`config.mk`:
```
export PLATFORM = sky130hd
export DESIGN_NAME = ccrk_ctrl
export DESIGN_NICKNAME = d
export VERILOG_FILES = /design/src/hw/rtl/ccrk_pkg.sv /design/src/hw/rtl/ccrk_ctrl.sv
export SDC_FILE = /design/constraint.sdc
export NUM_CORES = 1
export LEC_CHECK = 0
export ABC_CLOCK_PERIOD_IN_PS = 4460
export BUFFER_PORTS_ARGS = -buffer_cell sky130_fd_sc_hd__buf_2
export CAP_MARGIN = 0
export CELL_PAD_IN_SITES_DETAIL_PLACEMENT = 0
export CELL_PAD_IN_SITES_GLOBAL_PLACEMENT = 1
export CORE_MARGIN = 3
export CORE_UTILIZATION = 40
export DETAILED_ROUTE_END_ITERATION = 8
export PLACE_DENSITY_LB_ADDON = 0.12
export SLEW_MARGIN = 20
export SYNTH_ARGS = -nofsm -noshare
export SYNTH_HDL_FRONTEND = slang
export SYNTH_SLANG_ARGS = --single-unit
export TNS_END_PERCENT = 50
```
`constraint.sdc`:
```
create_clock -name clk -period 4.46 [get_ports clk]
set_input_delay 0.446 -clock clk [delete_from_list [all_inputs] [get_ports clk]]
set_output_delay 0.446 -clock clk [all_outputs]
set_load 0.05 [all_outputs]
```
`src/hw/rtl/ccrk_pkg.sv`:
```
// shared types, codes and helpers of the chua rk4 step block
// no dependencies
`timescale 1ns / 1ps

package ccrk_pkg;

    localparam int DW        = 32;   // state word
    localparam int OPW       = 34;   // multiplier operand
    localparam int PW        = 68;   // product and wide intermediates
    localparam int SUM_W     = 36;   // k0 + 2k1 + 2k2 + k3
    localparam int DIV_W     = 36;   // offset dividend of the divide by six
    localparam int DIV_DIG   = 4;    // quotient bits per cycle
    localparam int DIV_STEPS = DIV_W / DIV_DIG;
    localparam int QW        = 34;   // signed quotient
    localparam int CFG_AW    = 3;
    localparam int DIST_W    = 63;
    localparam int TDATA_IN  = 192;
    localparam int TDATA_OUT = 256;

    typedef enum logic [CFG_AW-1:0] {
        CFG_STEP_SIZE   = 3'd0,
        CFG_SLOPE_INNER = 3'd1,
        CFG_SLOPE_OUTER = 3'd2,
        CFG_BREAKPOINT  = 3'd3,
        CFG_INV_CAP_ONE = 3'd4,
        CFG_INV_CAP_TWO = 3'd5,
        CFG_INV_IND     = 3'd6
    } cfg_idx_t;

    // register values after reset
    localparam logic [30:0]        RST_STEP_SIZE   = 31'd503316;
    localparam logic signed [31:0] RST_SLOPE_INNER = -32'sd19176359;
    localparam logic signed [31:0] RST_SLOPE_OUTER = -32'sd11978932;
    localparam logic [30:0]        RST_BREAKPOINT  = 31'd16777216;
    localparam logic signed [31:0] RST_INV_CAP_ONE = 32'sd164418059;
    localparam logic signed [31:0] RST_INV_CAP_TWO = 32'sd16777216;
    localparam logic signed [31:0] RST_INV_IND     = 32'sd268435456;

    // datapath operations
    typedef enum logic [4:0] {
        OP_NONE, OP_LOAD, OP_INIT,
        OP_T1, OP_T2, OP_K0, OP_K1, OP_K2,
        OP_PX, OP_PY, OP_PZ,
        OP_ACC, OP_DSTART,
        OP_UX, OP_UY, OP_UZ,
        OP_DX, OP_DY, OP_DZ,
        OP_OUT
    } op_t;

    typedef struct packed {
        op_t        op;
        logic       particle;
        logic [1:0] stage;
        logic [1:0] lane;
    } cmd_t;

    typedef struct packed {
        logic div_done;
    } stat_t;

    localparam logic signed [PW-1:0] S32_MAX = {{(PW-31){1'b0}}, {31{1'b1}}};
    localparam logic signed [PW-1:0] S32_MIN = {{(PW-31){1'b1}}, {31{1'b0}}};

    // saturate a wide signed value to 32 bits
    function automatic logic signed [DW-1:0] sat32(input logic signed [PW-1:0] v);
        logic signed [DW-1:0] r;
        if (v > S32_MAX)
            r = S32_MAX[DW-1:0];
        else if (v < S32_MIN)
            r = S32_MIN[DW-1:0];
        else
            r = v[DW-1:0];
        return r;
    endfunction

endpackage

```
`src/hw/rtl/ccrk_ctrl.sv`:
```
// controller: sequences load, four rk4 stages per particle, averaging and distance
// depends on ccrk_pkg
`timescale 1ns / 1ps

module ccrk_ctrl
    import ccrk_pkg::*;
(
    input  logic  clk,
    input  logic  rst_n,
    input  logic  s_tvalid,
    output logic  s_tready,
    input  logic  req_load,
    output logic  m_tvalid,
    input  logic  m_tready,
    input  stat_t stat,
    output cmd_t  cmd
);

    typedef enum logic [8:0] {
        S_IDLE  = 9'b000000001,
        S_INIT  = 9'b000000010,
        S_DERIV = 9'b000000100,
        S_POINT = 9'b000001000,
        S_ACC   = 9'b000010000,
        S_DIV   = 9'b000100000,
        S_UPD   = 9'b001000000,
        S_DIST  = 9'b010000000,
        S_OUT   = 9'b100000000
    } state_t;

    state_t     state_reg, state_next;
    logic [3:0] step_reg, step_next;
    logic [1:0] stage_reg, stage_next;
    logic [1:0] lane_reg, lane_next;
    logic       part_reg, part_next;
    logic       ovalid_reg, ovalid_next;

    // next state and command
    always_comb
    begin
        state_next  = state_reg;
        step_next   = step_reg;
        stage_next  = stage_reg;
        lane_next   = lane_reg;
        part_next   = part_reg;
        ovalid_next = ovalid_reg && !m_tready;
        s_tready    = 1'b0;

        cmd.op       = OP_NONE;
        cmd.particle = part_reg;
        cmd.stage    = stage_reg;
        cmd.lane     = lane_reg;

        unique case (state_reg)
            S_IDLE:
            begin
                s_tready = 1'b1;
                if (s_tvalid)
                begin
                    step_next = '0;
                    if (req_load)
                    begin
                        cmd.op     = OP_LOAD;
                        state_next = S_DIST;
                    end
                    else
                    begin
                        part_next  = 1'b0;
                        stage_next = '0;
                        state_next = S_INIT;
                    end
                end
            end
            S_INIT:
            begin
                cmd.op     = OP_INIT;
                step_next  = '0;
                state_next = S_DERIV;
            end
            S_DERIV:
            begin
                if (!step_reg[0])
                begin
                    case (step_reg[3:1])
                        3'd0:    cmd.op = OP_T1;
                        3'd1:    cmd.op = OP_T2;
                        3'd2:    cmd.op = OP_K0;
                        3'd3:    cmd.op = OP_K1;
                        3'd4:    cmd.op = OP_K2;
                        default: cmd.op = OP_NONE;
                    endcase
                end
                if (step_reg == 4'd9)
                begin
                    step_next  = '0;
                    state_next = (stage_reg == 2'd3) ? S_ACC : S_POINT;
                end
                else
                begin
                    step_next = step_reg + 4'd1;
                end
            end
            S_POINT:
            begin
                if (!step_reg[0])
                begin
                    case (step_reg[2:1])
                        2'd0:    cmd.op = OP_PX;
                        2'd1:    cmd.op = OP_PY;
                        2'd2:    cmd.op = OP_PZ;
                        default: cmd.op = OP_NONE;
                    endcase
                end
                if (step_reg == 4'd5)
                begin
                    step_next  = '0;
                    stage_next = stage_reg + 2'd1;
                    state_next = S_DERIV;
                end
                else
                begin
                    step_next = step_reg + 4'd1;
                end
            end
            S_ACC:
            begin
                cmd.op     = OP_ACC;
                lane_next  = '0;
                step_next  = '0;
                state_next = S_DIV;
            end
            S_DIV:
            begin
                if (step_reg == 4'd0)
                begin
                    cmd.op    = OP_DSTART;
                    step_next = 4'd1;
                end
                else if (stat.div_done)
                begin
                    step_next = '0;
                    if (lane_reg == 2'd2)
                        state_next = S_UPD;
                    else
                        lane_next = lane_reg + 2'd1;
                end
            end
            S_UPD:
            begin
                if (!step_reg[0])
                begin
                    case (step_reg[2:1])
                        2'd0:    cmd.op = OP_UX;
                        2'd1:    cmd.op = OP_UY;
                        2'd2:    cmd.op = OP_UZ;
                        default: cmd.op = OP_NONE;
                    endcase
                end
                if (step_reg == 4'd5)
                begin
                    step_next = '0;
                    if (!part_reg)
                    begin
                        part_next  = 1'b1;
                        stage_next = '0;
                        state_next = S_INIT;
                    end
                    else
                    begin
                        state_next = S_DIST;
                    end
                end
                else
                begin
                    step_next = step_reg + 4'd1;
                end
            end
            S_DIST:
            begin
                if (!step_reg[0])
                begin
                    case (step_reg[2:1])
                        2'd0:    cmd.op = OP_DX;
                        2'd1:    cmd.op = OP_DY;
                        2'd2:    cmd.op = OP_DZ;
                        default: cmd.op = OP_NONE;
                    endcase
                end
                if (step_reg == 4'd5)
                begin
                    step_next  = '0;
                    state_next = S_OUT;
                end
                else
                begin
                    step_next = step_reg + 4'd1;
                end
            end
            S_OUT:
            begin
                // output register free or being emptied this cycle
                if (!ovalid_reg || m_tready)
                begin
                    cmd.op      = OP_OUT;
                    ovalid_next = 1'b1;
                    state_next  = S_IDLE;
                end
            end
            default:
            begin
                state_next = S_IDLE;
            end
        endcase
    end

    always_ff @(posedge clk or negedge rst_n)
    begin
        if (!rst_n)
        begin
            state_reg  <= S_IDLE;
            step_reg   <= '0;
            stage_reg  <= '0;
            lane_reg   <= '0;
            part_reg   <= 1'b0;
            ovalid_reg <= 1'b0;
        end
        else
        begin
            state_reg  <= state_next;
            step_reg   <= step_next;
            stage_reg  <= stage_next;
            lane_reg   <= lane_next;
            part_reg   <= part_next;
            ovalid_reg <= ovalid_next;
        end
    end

    assign m_tvalid = ovalid_reg;

endmodule

```
## Word level (Yosys, flattened, before mapping)

Index checks and enable logic that the tools add are counted.

| operators by class | value |
|---|---|
| add/subtract/negate cells | 3 |
| eq/ne operators | 32 |
| multiplexer cells | 49 |
| reduce and logical (&&, ||, !) cells | 18 |

Operator list:

| cell | count |
|---|---|
| 9-bit two-way mux | 9 |
| 9-bit case mux with 9 select lines | 1 |
| 5-bit case mux with 9 select lines | 1 |
| 4-bit two-way mux | 8 |
| 2-bit != test (second input constant) | 12 |
| 4-bit case mux with 3 select lines | 2 |
| 4-bit case mux with 5 select lines | 1 |
| 2-bit two-way mux | 8 |
| 8-bit two-way mux | 2 |
| 5-bit two-way mux | 3 |
| 3-bit case mux with 5 select lines | 1 |
| 5-bit case mux with 3 select lines | 1 |
| 9-bit by 1-bit equality test with 1-bit output (second input constant) | 1 |
| 9-bit by 2-bit equality test with 1-bit output (second input constant) | 1 |
| 9-bit by 3-bit equality test with 1-bit output (second input constant) | 1 |
| 9-bit by 4-bit equality test with 1-bit output (second input constant) | 1 |
| 9-bit by 5-bit equality test with 1-bit output (second input constant) | 1 |
| 9-bit by 6-bit equality test with 1-bit output (second input constant) | 1 |
| 9-bit by 7-bit equality test with 1-bit output (second input constant) | 1 |
| 9-bit by 8-bit equality test with 1-bit output (second input constant) | 1 |
| 9-bit equality test (second input constant) | 1 |
| 9-bit AND reduction | 1 |
| 1-bit two-way mux | 8 |
| 4-bit AND reduction | 2 |
| other kinds (27) | 33 |

| word-level totals | value |
|---|---|
| flip-flop bits (word level) | 19 |
| input port bits | 6 |

## Longest topological paths before layout

Gate-level depths: netlist of the first run.

| logic depth | value |
|---|---|
| depth after elaboration | 5 |
| depth in mapped cells | 8 |

## Worst setup path after synthesis of the first run

OpenSTA, ideal clock, no wires.

| timing path | value |
|---|---|
| path kind | reg2out |
| start | register state_reg[3] |
| end | output cmd[6] in the netlist's numbering |
| arrival | 2633 ps |
| path slack | 1381 ps |
| cell stages (with the launch flop) | 7 |
| path buffers | 2 |
| cell sequence | dfrtp_1 -> clkbuf_1 -> or3_1 -> buf_2 -> nor4_4 -> a221oi_1 -> o21ai_0 |

RTL lines:

| what | RTL line | RTL |
|---|---|---|
| start, declared | ccrk_ctrl.sv:31 | `state_t state_reg, state_next;` |
| start signal, assigned | ccrk_ctrl.sv:229 | `state_reg <= state_next;` |
| end, declared | ccrk_ctrl.sv:16 | `output cmd_t cmd` |

==> run summary, run 1 <==
status = finished clean
WS Path Type = flip-flop to primary output
Synth cell types = 57
Yosys warnings = 0
Port-buffer cells = 17
Net count, final = 204
routed wire length = 3958 um
Max VDD drop = 0.2405 mV
Row Count = 21
Tmin final = 2.882 ns
commonest cells after routing, fill and taps aside = 18 x dfrtp_1, 17 x buf_2, 13 x nand2_1
total CTS buffers = 3
Routed Antenna Nets = 0
clock tree buffer depth = 2
clock skew = 0.002098 ns
Final period util = 0.6461
ranking of synthesized cells by area = dfrtp_1 29%, ha_1 8.1%, o21ai_0 3.9%
TritonCTS Sinks = 19
Die Wd = 67.95 um
Slew Limit Fails = 0
syn avg cell area = 8.625 um^2
Peak Freq = 0.3470 GHz
final hold vios = 0
Crit path max-delay family = simple AND/OR/NAND/NOR gates
CP max stage cell = nor4_2
CTS tree = built
Crit. End Element = primary output
GRT Util Overall = 0.1866
syn_nets = 194
CTS HTree Levels = 1
hold_buf cts = 0
DRT Pass-1 Iters = 4
routability congestion estimate = 0.8771
Max-Cap Viols = 0
TNS Setup = 0 ns
highest cell delay on the worst timing path = 0.66 ns
Total Power = 971.0 uW
commonest non-fill, non-tap cell in the layout = dfrtp_1
Initial Util = 0.4360
Top FF cell, synth = dfrtp_1
share of cells above drive strength 1 = 0.1711
GRT Residual Overflow = 0
DP HPWL = 2983 um
Worst-Skew Late Latency = 0.26 ns
CTS root buf = clkbuf_8
vias in the first global route = 1385
initial drt markers = 103
Syn Inst Count = 178
Seq/Total Area, Yosys = 0.3105
Final setup viols = 0
slew at the pin closest to its max-slew limit = 0.6662 ns
initial antenna violation count = 0
PwrDens = 583.5 mW/mm^2
Synth top area share = 0.2934
number of synthesized flops with an enable pin = 0
CORE AREA = 0.003521 mm^2
setup bufs post-CTS = 0
FILL cells = 362
Startpoint Class = flip-flop
Via Count = 1418
Die Span Y = 67.95 um
unrepaired setup endpoints after global routing = false
I/O pin count = 18
clk slew on worst S/H paths = 0.08 ns
antenna diode count = 0
residual DRC count = 0
Crit path required time = 4.01 ns
via/cell ratio = 6.086
largest net degree at the start of global routing = 20
Hold WC Path Type = input port to async pin
first-pass GRT wire length = 6568 um
Async S/R FF share, synth = 1.000
crit-path cells = nor4_2 > nand3_1 > nor2_1 > a221oi_1 > o21ai_0 > buf_2
Synth Cell Area = 0.001535 mm^2
LEAKAGE = 0.0007938 uW
Worst Path Arrival = 2.44 ns
Area growth syn-to-layout = 8.395%
CTS resizes = 0
worst path bufs/invs = 1
Total Die Area = 0.004617 mm^2
Largest register FFs = 9
CP max FO = 10
#FFs+latches synth = 19
Synth area leader = dfrtp_1
relative slew slack = 0.5522
WL per Instance = 16.99 um
==> routing by layer <==
layer / up-vias / routed length [um] / track usage
met4: 0 / 46 / 0.04963
met1: 680 / 1773 / 0.2440
met5: - / 0 / 0
met3: 6 / 243 / 0.04598
li1: 679 / - / -
met2: 53 / 1894 / 0.3057
==> synthesized netlist by cell type, drive strengths merged (2+ instances only) <==
cell type	n
ha	10
nor2	11
or4	3
nor4	6
dfrtp	18
o2111ai	2
nand2	13
o31ai	2
nand3	7
nand4b	3
inv	12
o211ai	2
buf	5
xnor2	3
o21ai	12
or3	3
clkbuf	7
nor3	5
a21oi	9
o32ai	2
nand2b	6
xor2	2
a21o	3
nor3b	3
nand3b	3
and4	2
o21a	2
==> final timing paths <==
path,from,endpoint,slack (ns),depth (start not counted)
setup / recovery,state_reg[4],cmd[6],1.58,6
hold / removal,rst_n,state_reg[6],0.13,1
setup reg to reg,step_reg[1],state_reg[2],1.94,7
hold reg to reg,stage_reg[0],stage_reg[0],0.51,1
max in group asynchronous,rst_n,state_reg[0],4.00,1
min in group clk,stage_reg[0],stage_reg[0],0.51,1
==> cells by family after synthesis <==
family | synth area share
buffers and inverters | 0.06846
muxes | 0.007334
AOI/OAI and AO/OA | 0.2184
adders and majority gates | 0.08150
xor gates and xnor gates | 0.02853
DFF | 0.3105
and+or+nand+nor | 0.2853
==> report_power, final <==
group | internal, uW | leakage, uW | switching (uW) | total [uW]
Clock | 62.2 | 0.0000255 | 61.9 | 124
Combinational | 205 | 0.000521 | 356 | 562
Sequential | 208 | 0.000247 | 77.2 | 285
Total | 476 | 0.000794 | 495 | 971
==> layout make-up <==
cell class	count	area, um^2	share of cell area
Clock inverter	1	5.005	0.003008
Sequential cell	19	476.7	0.2865
Multi-Input combinational cell	135	953.4	0.5729
Clock buffer	3	41.29	0.02481
Timing Repair Buffer	17	85.08	0.05113
Inverter	12	45.04	0.02707
Tap cell	46	57.56	0.03459
==> stage by stage <==
stage | worst slack [ns] | area, um^2 | utilization | hold WS, ns | std cells
3_3_place_gp | 1.912 | 1618 | 0.4595 | 0.4146 | 229
6_report | 1.578 | 1664 | 0.4726 | 0.1262 | 233
5_1_grt | 1.377 | 1664 | 0.4726 | 0.1545 | 233
4_1_cts | 1.604 | 1664 | 0.4726 | 0.1391 | 233
2_1_floorplan | 1.381 | 1535 | - | 0.1504 | 178
3_5_place_dp | 1.899 | 1618 | 0.4595 | 0.4217 | 229
Power figures use the tool's default switching activity.
==> run 2, diff against run 1 <==
ABC_CLOCK_PERIOD_IN_PS = 2700   (was 4460)
clock period = 2.7 ns   (was 4.46 ns; I/O delays follow)
==> run summary, run 2 (synthesis gave the netlist of run 1 again) <==
clk slew on worst S/H paths = 0.07 ns
Crit Reg-Reg Endpoint = state_reg[0]
Total Die Area = 0.004617 mm^2
total CTS buffers = 3
CTS tree = built
Total Power = 1654 uW
first-pass GRT wire length = 6368 um
Row Count = 21
R2R depth = 5
commonest cells after routing, fill and taps aside = 18 x dfrtp_1, 17 x buf_2, 13 x nand2_1
highest cell delay on the worst timing path = 0.54 ns
GRT Residual Overflow = 0
Hold WC Path Type = input port to flip-flop
share of cells above drive strength 1 = 0.1959
CORE AREA = 0.003521 mm^2
via/cell ratio = 5.917
Worst Min Path Start = stat
clock skew = 0.0009847 ns
TNS Setup = 0 ns
Area growth syn-to-layout = 12.14%
initial antenna violation count = 0
Initial Util = 0.4360
Crit path max-delay family = compound AO/OA/AOI/OAI gates
Worst Path Arrival = 2.28 ns
commonest non-fill, non-tap cell in the layout = dfrtp_1
Reg2Reg Setup Slack = 0.45 ns
worst path bufs/invs = 1
Largest register FFs = 9
Tmin final = 2.548 ns
Slew Limit Fails = 0
Crit path required time = 2.43 ns
fin util = 0.4890
Net count, final = 211
unrepaired setup endpoints after global routing = false
Final period util = 0.9435
Max VDD drop = 0.4174 mV
final hold vios = 0
Crit. End Element = primary output
Port-buffer cells = 17
routability congestion estimate = 0.8853
antenna diode count = 0
Max-Cap Viols = 0
Worst setup startpoint = state_reg[1]
TritonCTS Sinks = 19
r2r startpoint = state_reg[8]
DRT Pass-1 Iters = 4
CTS root buf = clkbuf_8
largest net degree at the start of global routing = 20
CP max stage cell = or3_1
clock tree buffer depth = 2
crit-path cells = or3_1 > a2111oi_1 > a41oi_1 > o21ai_1 > buf_2
Via Count = 1420
CP max FO = 10
Routed Antenna Nets = 0
Worst setup endpoint = cmd[6]
PwrDens = 960.6 mW/mm^2
Startpoint Class = flip-flop
WL per Instance = 15.92 um
initial drt markers = 117
Die Span Y = 67.95 um
Worst-Skew Late Latency = 0.26 ns
WS Path Type = flip-flop to primary output
vias in the first global route = 1334
Final setup viols = 0
GRT Util Overall = 0.1821
slew at the pin closest to its max-slew limit = 0.4764 ns
I/O pin count = 18
routed wire length = 3821 um
relative slew slack = 0.6816
DP HPWL = 2951 um
CTS HTree Levels = 1
residual DRC count = 0
status = finished clean
CP Depth = 5
LEAKAGE = 0.0008239 uW
Die Wd = 67.95 um
Peak Freq = 0.3925 GHz
-- run 2: report_power, final --
| part | internal, uW | switching (uW) |
|---|---|---|
| Sequential | 344 | 124 |
| Combinational | 395 | 587 |
| Clock | 105 | 98.0 |
| Total | 844 | 810 |
-- run 2: tightest hold or removal path, cell delays in order --
cell,delay [ns]
buf_2,0.11
a31o_2,0.17
nand2_1,0.05
-- run 2: per-stage QoR --
stage               hold slack (ns)  worst slack, ns  area (um^2)  std cells
finish                       0.3741           0.1525         1722        240
detailed placement           0.2405           0.3224         1663        235
CTS                          0.3635          0.02896         1718        240
global route                 0.3902         0.003208         1722        240
global placement             0.2416           0.3998         1663        235
floorplan                  -0.02559          -0.1875         1535        178
-- run 2: layer usage --
layer | vias up | part of all wire | GRT usage
met4 | 0 | 0.0084 | 0.03722
met1 | 693 | 0.46 | 0.2315
met5 | - | 0 | 0
met2 | 35 | 0.49 | 0.3153
li1 | 687 | - | -
met3 | 5 | 0.043 | 0.03941
-- run 2: how the worst min path moves through the flow --
| stage | endpoint | depth (start not counted) | slack, ns |
|---|---|---|---|
| 6_report | state_reg[5] | 3 | 0.37 |
| 5_1_grt | state_reg[5] | 3 | 0.39 |
| 4_1_cts | state_reg[5] | 3 | 0.36 |
| 3_5_place_dp | state_reg[7] | 1 | 0.24 |
| 3_3_place_gp | state_reg[2] | 1 | 0.24 |
| 2_1_floorplan | lane_reg[0] | 0 | -0.03 |
-- run 2: final cells by class --
cell class              instances  area [um^2]
fillers                       352         1799
well taps                      46        57.56
multi-input cells             135        957.2
clock buffers                   4        45.04
inverters                      12        45.04
flip-flops and latches         19        476.7
repair buffers                 24        140.1
-- run 2: timing repair --
action / in CTS / in global routing
hold buffers: 1 / 0
setup buffers: 0 / 0
gates resized for setup: 0 / 2
endpoints found under the hold margin: 18 / 0
setup endpoints to repair: 0 / 3
==> run 3, diff against run 2 <==
CORE_MARGIN = 5   (was 3)
==> run summary, run 3 (synthesis gave the netlist of run 1 again) <==
status = finished clean
Die Span Y = 71.95 um
I/O pin count = 18
Net count, final = 212
CP Depth = 5
Hold WC Path Type = input port to flip-flop
largest net degree at the start of global routing = 20
clk slew on worst S/H paths = 0.07 ns
DP HPWL = 3114 um
routability congestion estimate = 0.9225
crit-path cells = or3_1 > a2111oi_1 > a41oi_1 > o21ai_1 > buf_2
relative slew slack = 0.6888
Row Count = 22
CP max stage cell = or3_1
Worst setup startpoint = state_reg[1]
DRT Pass-1 Iters = 4
Tmin final = 2.568 ns
total CTS buffers = 3
residual DRC count = 0
LEAKAGE = 0.0008342 uW
Min-Delay Path Depth = 4
Crit. End Element = primary output
clock tree buffer depth = 2
Fin Hold WS = 0.3912 ns
Slew Limit Fails = 0
Total Die Area = 0.005177 mm^2
Worst setup endpoint = cmd[6]
GRT Util Overall = 0.1656
placed instance area = 0.001650 mm^2
fin area = 0.001735 mm^2
Max VDD drop = 0.3872 mV
Startpoint Class = flip-flop
Crit Reg-Reg Endpoint = state_reg[0]
vias in the first global route = 1368
first-pass GRT wire length = 6796 um
highest cell delay on the worst timing path = 0.55 ns
routed wire length = 4145 um
commonest cells after routing, fill and taps aside = 18 x dfrtp_1, 17 x buf_2, 13 x nand2_1
Crit path required time = 2.43 ns
TritonCTS Sinks = 19
Total Power = 1664 uW
unrepaired setup endpoints after global routing = false
Largest register FFs = 9
WS Path Type = flip-flop to primary output
Inst Count DP = 235
GRT Residual Overflow = 0
CTS HTree Levels = 1
Worst-Skew Late Latency = 0.25 ns
share of cells above drive strength 1 = 0.2051
Area growth syn-to-layout = 13.04%
PwrDens = 958.9 mW/mm^2
Final period util = 0.9510
Port-buffer cells = 17
commonest non-fill, non-tap cell in the layout = dfrtp_1
Peak Freq = 0.3895 GHz
Cell Count, Final, Fillers Out = 243
fin util = 0.4705
Die Wd = 71.95 um
WL per Instance = 17.06 um
r2r startpoint = state_reg[8]
CP max FO = 10
final hold vios = 0
CTS tree = built
Initial Util = 0.4162
Reg2Reg Setup Slack = 0.44 ns
clock skew = 0.002130 ns
R2R depth = 5
CTS root buf = clkbuf_8
worst path bufs/invs = 1
Final setup viols = 0
Routed Antenna Nets = 0
initial antenna violation count = 0
slew at the pin closest to its max-slew limit = 0.4657 ns
Via Count = 1417
initial drt markers = 107
Worst Path Arrival = 2.30 ns
antenna diode count = 0
Crit path max-delay family = compound AO/OA/AOI/OAI gates
via/cell ratio = 5.831
CORE AREA = 0.003689 mm^2
Max-Cap Viols = 0
==> run 3: power by group <==
part           internal, uW  total [uW]  leakage [uW]  switching (uW)
clock network           103         200     0.0000255            97.2
logic                   397         992      0.000562             595
registers               344         472      0.000247             128
total                   843        1660      0.000834             821
==> run 3: worst min path at each step <==
stage                     slack (ns)      from           end
after global routing            0.42  req_load  state_reg[1]
after global placement          0.24     rst_n   step_reg[2]
after detailed placement        0.24     rst_n   step_reg[1]
final                           0.39  req_load  state_reg[1]
after CTS                       0.38  req_load  state_reg[1]
after floorplan                -0.03     rst_n   lane_reg[0]
==> run 3: layout make-up <==
| cell class | instances | area [um^2] |
|---|---|---|
| sequential | 19 | 476.7 |
| clock buffer | 3 | 41.29 |
| clock inverter | 1 | 5.005 |
| tap | 48 | 60.06 |
| multi-input combinational | 135 | 959.7 |
| inverter | 12 | 45.04 |
| fill | 384 | 1953 |
| timing repair buffer | 25 | 147.6 |
==> run 3: per-stage QoR <==
stage / worst slack [ns] / setup TNS [ns]
2_1_floorplan: -0.1875 / -0.1973
3_3_place_gp: 0.3460 / 0
3_5_place_dp: 0.3158 / 0
4_1_cts: 0.04724 / 0
5_1_grt: 0.009916 / 0
6_report: 0.1323 / 0
==> run 3: what timing repair did <==
item	CTS	global route
gates resized for setup	0	2
endpoints found under the hold margin	18	0
buffers inserted	0	3
setup endpoints to repair	0	4
hold buffers	1	0
==> run 3: per-layer routing <==
metal  up-vias  GRT usage  part of all wire
li1        696          -                 -
met1       674     0.2352              0.47
met4         0    0.06889             0.014
met3         6    0.02909             0.042
met2        41     0.2469              0.47
met5         -          0                 0
==> run 3: tightest hold or removal path, delay by kind of cell <==
kind / cells / cell delay (ns)
and+or+nand+nor: 2 / 0.11
buffers and inverters: 1 / 0.12
AOI/OAI and AO/OA: 1 / 0.11
